--- config.mk ---
export PLATFORM = sky130hd
export DESIGN_NAME = life_generation_row_stepper
export DESIGN_NICKNAME = d
export VERILOG_FILES = /design/src/hw/rtl/lgrs_pkg.sv /design/src/hw/rtl/lgrs_lane.sv /design/src/hw/rtl/lgrs_out_fifo.sv /design/src/hw/rtl/life_generation_row_stepper.sv
export SDC_FILE = /design/constraint.sdc
export NUM_CORES = 1
export LEC_CHECK = 0
export BUFFER_PORTS_ARGS = -buffer_cell sky130_fd_sc_hd__buf_2
export CORE_ASPECT_RATIO = 1.4
export CORE_MARGIN = 8
export CORE_UTILIZATION = 45
export DETAILED_ROUTE_END_ITERATION = 10
export SETUP_SLACK_MARGIN = 0.15
export SYNTH_ARGS = -nofsm -noshare
export SYNTH_HDL_FRONTEND = slang
export SYNTH_SLANG_ARGS = --single-unit
--- constraint.sdc ---
create_clock -name clk -period 6.31 [get_ports clk]
set_input_delay 0.631 -clock clk [delete_from_list [all_inputs] [get_ports clk]]
set_output_delay 0.631 -clock clk [all_outputs]
set_load 0.01 [all_outputs]
--- src/hw/rtl/lgrs_pkg.sv ---
// ----------------------------------------------------------------------------
// lgrs_pkg
// Shared types and constants for the life generation row stepper.
// ----------------------------------------------------------------------------
`default_nettype none

package lgrs_pkg;

  localparam int ROW_BITS   = 64;
  localparam int WIDTH_W    = 7;
  localparam int LANE_COLS  = 8;
  localparam int NUM_LANES  = ROW_BITS / LANE_COLS;
  localparam int CNT_W      = 4;
  localparam int APB_DATA_W = 32;
  localparam int APB_ADDR_W = 3;

  // register index, taken from paddr[2]
  localparam logic REG_ROW_WIDTH = 1'b0;

  localparam logic [WIDTH_W-1:0] ROW_WIDTH_RESET = 7'd64;

  typedef struct packed {
    logic [ROW_BITS-1:0] row_cells;
    logic                last_row;
  } in_item_t;

  typedef struct packed {
    logic [ROW_BITS-1:0] next_cells;
    logic                is_last;
  } out_item_t;

endpackage

`default_nettype wire

--- src/hw/rtl/lgrs_lane.sv ---
// ----------------------------------------------------------------------------
// lgrs_lane
// One lane of the B3/S23 rule: next states for a slice of columns.
// ----------------------------------------------------------------------------
`default_nettype none

module lgrs_lane
  import lgrs_pkg::*;
(
  input  wire logic [LANE_COLS+1:0] up,
  input  wire logic [LANE_COLS+1:0] mid,
  input  wire logic [LANE_COLS+1:0] down,
  output logic      [LANE_COLS-1:0] next_cells
);

  // slice bit 0 and LANE_COLS+1 are halo columns from the neighbor lanes
  always_comb begin
    logic [CNT_W-1:0] n;
    for (int c = 0; c < LANE_COLS; c++) begin
      n = CNT_W'(up[c]) + CNT_W'(up[c+1]) + CNT_W'(up[c+2])
        + CNT_W'(mid[c]) + CNT_W'(mid[c+2])
        + CNT_W'(down[c]) + CNT_W'(down[c+1]) + CNT_W'(down[c+2]);
      next_cells[c] = (n == CNT_W'(3)) || ((n == CNT_W'(2)) && mid[c+1]);
    end
  end

endmodule

`default_nettype wire

--- src/hw/rtl/lgrs_out_fifo.sv ---
// ----------------------------------------------------------------------------
// lgrs_out_fifo
// Two-entry result buffer between the lanes and the output channel.
// ----------------------------------------------------------------------------
`default_nettype none

module lgrs_out_fifo
  import lgrs_pkg::*;
(
  input  wire logic      clk,
  input  wire logic      rst_n,
  input  wire logic      push,
  input  wire out_item_t push_item,
  output logic           full,
  output logic           out_valid,
  input  wire logic      out_stall,
  output out_item_t      out_data
);

  out_item_t  mem_r [2];
  logic       wr_ptr_r;
  logic       rd_ptr_r;
  logic [1:0] cnt_r;
  logic       pop;

  assign full      = (cnt_r == 2'd2);
  assign out_valid = (cnt_r != 2'd0);
  assign out_data  = mem_r[rd_ptr_r];
  assign pop       = out_valid & ~out_stall;

  always_ff @(posedge clk) begin
    if (!rst_n) begin
      wr_ptr_r <= 1'b0;
      rd_ptr_r <= 1'b0;
      cnt_r    <= 2'd0;
    end else begin
      if (push) wr_ptr_r <= ~wr_ptr_r;
      if (pop)  rd_ptr_r <= ~rd_ptr_r;
      cnt_r <= cnt_r + 2'(push) - 2'(pop);
    end
  end

  always_ff @(posedge clk) begin
    if (push) mem_r[wr_ptr_r] <= push_item;
  end

endmodule

`default_nettype wire

--- src/hw/rtl/life_generation_row_stepper.sv ---
// ----------------------------------------------------------------------------
// life_generation_row_stepper
// One generation of B3/S23 Life over a bounded grid, one row per transfer.
// ----------------------------------------------------------------------------
// Rows enter top to bottom, one per cycle while the buffer has room, and each
// row after the first produces the next state of the row above it; the bottom
// row (last_row set) also produces its own next state with is_last set,
// computed from the registered flush flag by the same lane array while the
// input stalls. Eight lanes of eight columns evaluate one full row per cycle;
// a two-entry output buffer lets a new row enter while a result waits. Columns
// at or above row_width (clamped to MAX_COLS) are dead and read back as zero.
`default_nettype none

module life_generation_row_stepper
  import lgrs_pkg::*;
#(
  parameter int MAX_COLS = 64
) (
  input  wire logic                  clk,
  input  wire logic                  rst_n,
  input  wire logic                  in_valid,
  output logic                       in_stall,
  input  wire in_item_t              in_data,
  output logic                       out_valid,
  input  wire logic                  out_stall,
  output out_item_t                  out_data,
  input  wire logic                  psel,
  input  wire logic                  penable,
  input  wire logic                  pwrite,
  input  wire logic [APB_ADDR_W-1:0] paddr,
  input  wire logic [APB_DATA_W-1:0] pwdata,
  output logic      [APB_DATA_W-1:0] prdata,
  output logic                       pready
);

  logic [WIDTH_W-1:0]  row_width_r;
  logic [WIDTH_W-1:0]  width_eff;
  logic [ROW_BITS-1:0] mask;
  logic [ROW_BITS-1:0] row_above_r;
  logic [ROW_BITS-1:0] row_held_r;
  logic                row_pending_r;
  logic                flush_r;
  logic [ROW_BITS-1:0] cur_m;
  logic [ROW_BITS+1:0] up_pad;
  logic [ROW_BITS+1:0] mid_pad;
  logic [ROW_BITS+1:0] down_pad;
  logic [ROW_BITS-1:0] lane_out;
  logic                in_fire;
  logic                flush_go;
  logic                fifo_full;
  logic                push;
  out_item_t           push_item;

  // configuration
  assign pready = 1'b1;

  always_ff @(posedge clk) begin
    if (!rst_n) begin
      row_width_r <= ROW_WIDTH_RESET;
    end else if (psel && penable && pwrite && pready && (paddr[2] == REG_ROW_WIDTH)) begin
      row_width_r <= pwdata[WIDTH_W-1:0];
    end
  end

  assign prdata = (paddr[2] == REG_ROW_WIDTH) ?
                  {{(APB_DATA_W-WIDTH_W){1'b0}}, row_width_r} : '0;

  // column mask
  assign width_eff = (row_width_r > WIDTH_W'(MAX_COLS)) ? WIDTH_W'(MAX_COLS) : row_width_r;

  for (genvar c = 0; c < ROW_BITS; c++) begin : g_mask
    assign mask[c] = (WIDTH_W'(c) < width_eff);
  end

  assign cur_m = in_data.row_cells & mask;

  // handshake
  assign in_stall = flush_r | fifo_full;
  assign in_fire  = in_valid & ~in_stall;
  assign flush_go = flush_r & ~fifo_full;
  assign push     = (in_fire & row_pending_r) | flush_go;

  // row state
  always_ff @(posedge clk) begin
    if (!rst_n) begin
      row_above_r   <= '0;
      row_held_r    <= '0;
      row_pending_r <= 1'b0;
      flush_r       <= 1'b0;
    end else if (flush_go) begin
      row_above_r <= '0;
      row_held_r  <= '0;
      flush_r     <= 1'b0;
    end else if (in_fire) begin
      row_above_r   <= row_pending_r ? row_held_r : '0;
      row_held_r    <= cur_m;
      row_pending_r <= ~in_data.last_row;
      flush_r       <= in_data.last_row;
    end
  end

  // lanes: bottom row's own result sees a dead row below
  assign up_pad   = {1'b0, row_above_r & mask, 1'b0};
  assign mid_pad  = {1'b0, row_held_r & mask, 1'b0};
  assign down_pad = flush_r ? '0 : {1'b0, cur_m, 1'b0};

  for (genvar l = 0; l < NUM_LANES; l++) begin : g_lane
    lgrs_lane u_lane (
      .up         (up_pad[l*LANE_COLS +: LANE_COLS+2]),
      .mid        (mid_pad[l*LANE_COLS +: LANE_COLS+2]),
      .down       (down_pad[l*LANE_COLS +: LANE_COLS+2]),
      .next_cells (lane_out[l*LANE_COLS +: LANE_COLS])
    );
  end

  // merge
  assign push_item.next_cells = lane_out & mask;
  assign push_item.is_last    = flush_r;

  lgrs_out_fifo u_out_fifo (
    .clk       (clk),
    .rst_n     (rst_n),
    .push      (push),
    .push_item (push_item),
    .full      (fifo_full),
    .out_valid (out_valid),
    .out_stall (out_stall),
    .out_data  (out_data)
  );

  // checks
  a_last_flush : assert property (@(posedge clk) disable iff (!rst_n)
    in_fire && in_data.last_row |=> flush_r && !row_pending_r)
    else $error("bottom row did not start its own result");

  a_flush_clear : assert property (@(posedge clk) disable iff (!rst_n)
    flush_go |=> !flush_r && row_held_r == '0 && row_above_r == '0)
    else $error("grid state not cleared after bottom row");

  a_no_overflow : assert property (@(posedge clk) disable iff (!rst_n)
    fifo_full |-> !push)
    else $error("result pushed into full buffer");

endmodule

`default_nettype wire
==> metrics.txt <==
outcome=complete, no violations; final core utilization=between 40% and 50%; Max Slew Vio Count=0; DR pass1 iterations=5; fill count=between 5000 and 6000; MaxCap Viol Count=0; die area=a little over 60000 um^2; Setup WS pre-CTS=about 940 ps; M1 GR Usage=between 20% and 30%; register area share after synthesis=~28%; fin crit share=approximately 86%; gp weighted congestion=between 0.8 and 0.9; Peak VDD IR=233 uV; dominant synthesized flop cell=dfxtp_1; worst hold path class=input port to register; Remaining DRCs=0; htree depth=2; Area Overhead vs Synth=9.94%; reg-to-reg slack, setup=roughly 860 ps; CP Capture Type=register; routed len/inst=a little under 20 um; Die Y=288 um; final setup violation count=0; width of the die=211 um; Final Skew=approximately 26 ps; number of buffers created by CTS=34; Post-Route Setup TNS=0 ps; M2 GR Usage=about two fifths; hold slack=between 300 and 400 ps; footprint of the multi-input gates=approximately 15000 um^2; total wire length after detailed routing=~67000 um; Setup Crit Path Kind=register to register; first-pass GRT wire length=about 110000 um; WP data required=around 6600 ps; min-delay src=pwdata[0]; TritonCTS clock tree=built; cells after synthesis=roughly 2600; GR peak layer=met2; core area=around 53000 um^2; Site Rows=100; ANT nets after route=0; Port-buffer cells=153; Seq. cell area=~6800 um^2; Critical path buffers and inverters=2; EDFF count, synth=130; static leakage=around 12 nW; initial DRC count=just under 800; worst r2r path cells=14; share of layout cells above drive strength 1=between 10 and 15%; slew margin rel.=27.8%; asr flop ratio synth=0%; post-route setup slack=about 860 ps; Ports=between 200 and 250; maximum fanout along the worst path=17; syn_area_per_cell=roughly 9 um^2; # Post-CTS Setup Buffers=0; number of global-route vias before repair=slightly above 20000; Resize count post-CTS=0; CTS Hold Bufs=0; hold path cells=3; Pwr Density=between 200 and 300 nW/um^2; Yosys reg bits=272; via count=about 19000; Hold Path End=row_width_r[0]$_SDFFE_PN0P_; DR vias/cell=5.45; Clock Latency Late Sink=approximately 560 ps; initial antenna violation count=1; grt ovf=0; Antenna Cells=0; CP dominant cell by count=fa_1; RSZ-0062 raised after global routing=false; Worst Tran Pin Value=~1100 ps; CP delay by family, top=adder cells; Global Route Usage Sum=between 20% and 30%; Initial Utilization=45.2%; startpoint types=register; RR Startpoint=row_width_r[0]$_SDFFE_PN0P_; CP max stage cell=dfxtp_1; min Tclk post-route=between 5000 and 6000 ps; Netlist cell types=89; Post-Syn Area=about 24000 um^2; Pwr Total=~7.2 mW; FMAX=about 180 MHz; Critical R2R Capture=u_out_fifo.mem_r[1][56]$_DFFE_PP_; pin count of the biggest net entering global routing=about 80; Critical Path Max Stage Delay=roughly 940 ps; Hold Vio Cnt, Final=0; CTS Root Cell=clkbuf_16; nets=about 3200; crit path cell chain=nand4b_2, a21oi_1, o21ai_1, xnor2_1, fa_1, inv_1, xnor2_1, ha_1, fa_1, inv_1, fa_1, a2111oi_0, a21oi_1, nor4_1; clk sinks=approximately 270; Max Buffers Root-to-Sink=3; WP data arrival=around 5700 ps; HPWL Detailed=around 51000 um; synth warn=0; GR Layer Usage met3=under 10%; Worst-path clk slew=about 60 ps
==> worst min-delay path: cells and delay by family <==
kind	cells	cell delay [ps]
buf+inv	1	70
mux	1	50
simple gates	1	90
==> routing by layer <==
layer	vias to the layer above	share of wire [%]	wire length [um]
met4	0	4.2	2830
met2	449	52	35000
met5	-	0	0
met3	149	4.3	2870
li1	8828	-	-
met1	9342	39	26300
==> Yosys cell counts, types with 17 or more instances <==
cell         n  share of area [%]
nand2_1    217                3.4
nor2_1     175                2.8
a21oi_1    160                3.4
clkbuf_1    42               0.66
nor2b_1     65                1.7
xnor2_1     63                2.3
a2111oi_0   21               0.77
a21o_1      17               0.53
o21ai_0     37               0.78
mux2_2      80                3.8
dfxtp_1    142                 12
buf_2       39               0.82
nand3_1    186                3.9
xor2_1      23               0.84
buf_4       40                1.3
nor3_1      25               0.52
fa_1       207                 17
ha_1       183                9.6
edfxtp_1   130                 16
and2_1      45                1.2
inv_1      378                5.9
and3_1      43                1.1
a31oi_1     38                1.0
nor4_1      17               0.45
==> power by group <==
group | switching, mW | leakage (nW) | internal, mW
combinational | 1.74 | 8.80 | 1.19
clock | 0.812 | 0.506 | 1.07
sequential | 0.188 | 2.37 | 2.19
==> worst max path at each step <==
stage	startpoint	to	slack (ps)	depth (start not counted)
after global routing	row_width_r[0]$_SDFFE_PN0P_	u_out_fifo.mem_r[1][16]$_DFFE_PP_	560	13
after global placement	row_width_r[0]$_SDFFE_PN0P_	u_out_fifo.mem_r[0][34]$_DFFE_PP_	1020	13
final	row_width_r[0]$_SDFFE_PN0P_	u_out_fifo.mem_r[1][56]$_DFFE_PP_	860	14
after floorplan	in_valid	u_out_fifo.mem_r[0][0]$_DFFE_PP_	570	2
after CTS	row_width_r[0]$_SDFFE_PN0P_	u_out_fifo.mem_r[1][34]$_DFFE_PP_	890	13
after detailed placement	row_width_r[0]$_SDFFE_PN0P_	u_out_fifo.mem_r[0][34]$_DFFE_PP_	940	13
==> state kept, by name (all words and copies together) (netlist names), named ones only <==
register             count
row_above_r             64
u_out_fifo.mem_r       130
row_pending_r            1
row_held_r              64
row_width_r              7
u_out_fifo.rd_ptr_r      1
flush_r                  1
u_out_fifo.wr_ptr_r      1
u_out_fifo.cnt_r         2
==> cell type report <==
cell class                 count  share of cell area (%)
clock buffer                  43                    3.49
clock inverter                18                   0.487
inverter                     379                    5.42
multi-input combinational   1828                    57.5
sequential                   272                    25.8
tap                          714                    3.41
timing repair buffer         187                    3.94
==> through the flow <==
| step | instances | cell area [um^2] |
|---|---|---|
| finish | 3441 | 26200 |
| global route | 3441 | 26200 |
| detailed placement | 3380 | 25200 |
| CTS | 3441 | 26200 |
| floorplan | 2610 | 24000 |
| global placement | 3380 | 25200 |
==> kinds of logic after synthesis <==
group,count (synthesis),synth area share (%)
DFF,272,28.3
AOI/OAI and AO/OA,377,10.5
buffers and inverters,510,9.05
muxes,94,4.37
xor gates and xnor gates,86,3.16
and+or+nand+nor,855,17.7
adders and majority gates,390,27.0
other,2,0.0315
==> cells in the final DEF (no fill, tap or decap), types with 23 or more instances in the layout <==
master     count
a21oi_1      160
a31oi_1       38
and2_1        44
and3_1        42
buf_2        153
buf_4         33
clkbuf_16     35
conb_1        26
dfxtp_1      138
edfxtp_1     130
fa_1         207
ha_1         183
inv_1        377
mux2_2        80
nand2_1      217
nand3_1      185
nor2_1       175
nor2b_1       65
nor3_1        24
o21ai_0       36
xnor2_1       63
xor2_1        23
Power figures use the tool's default switching activity.
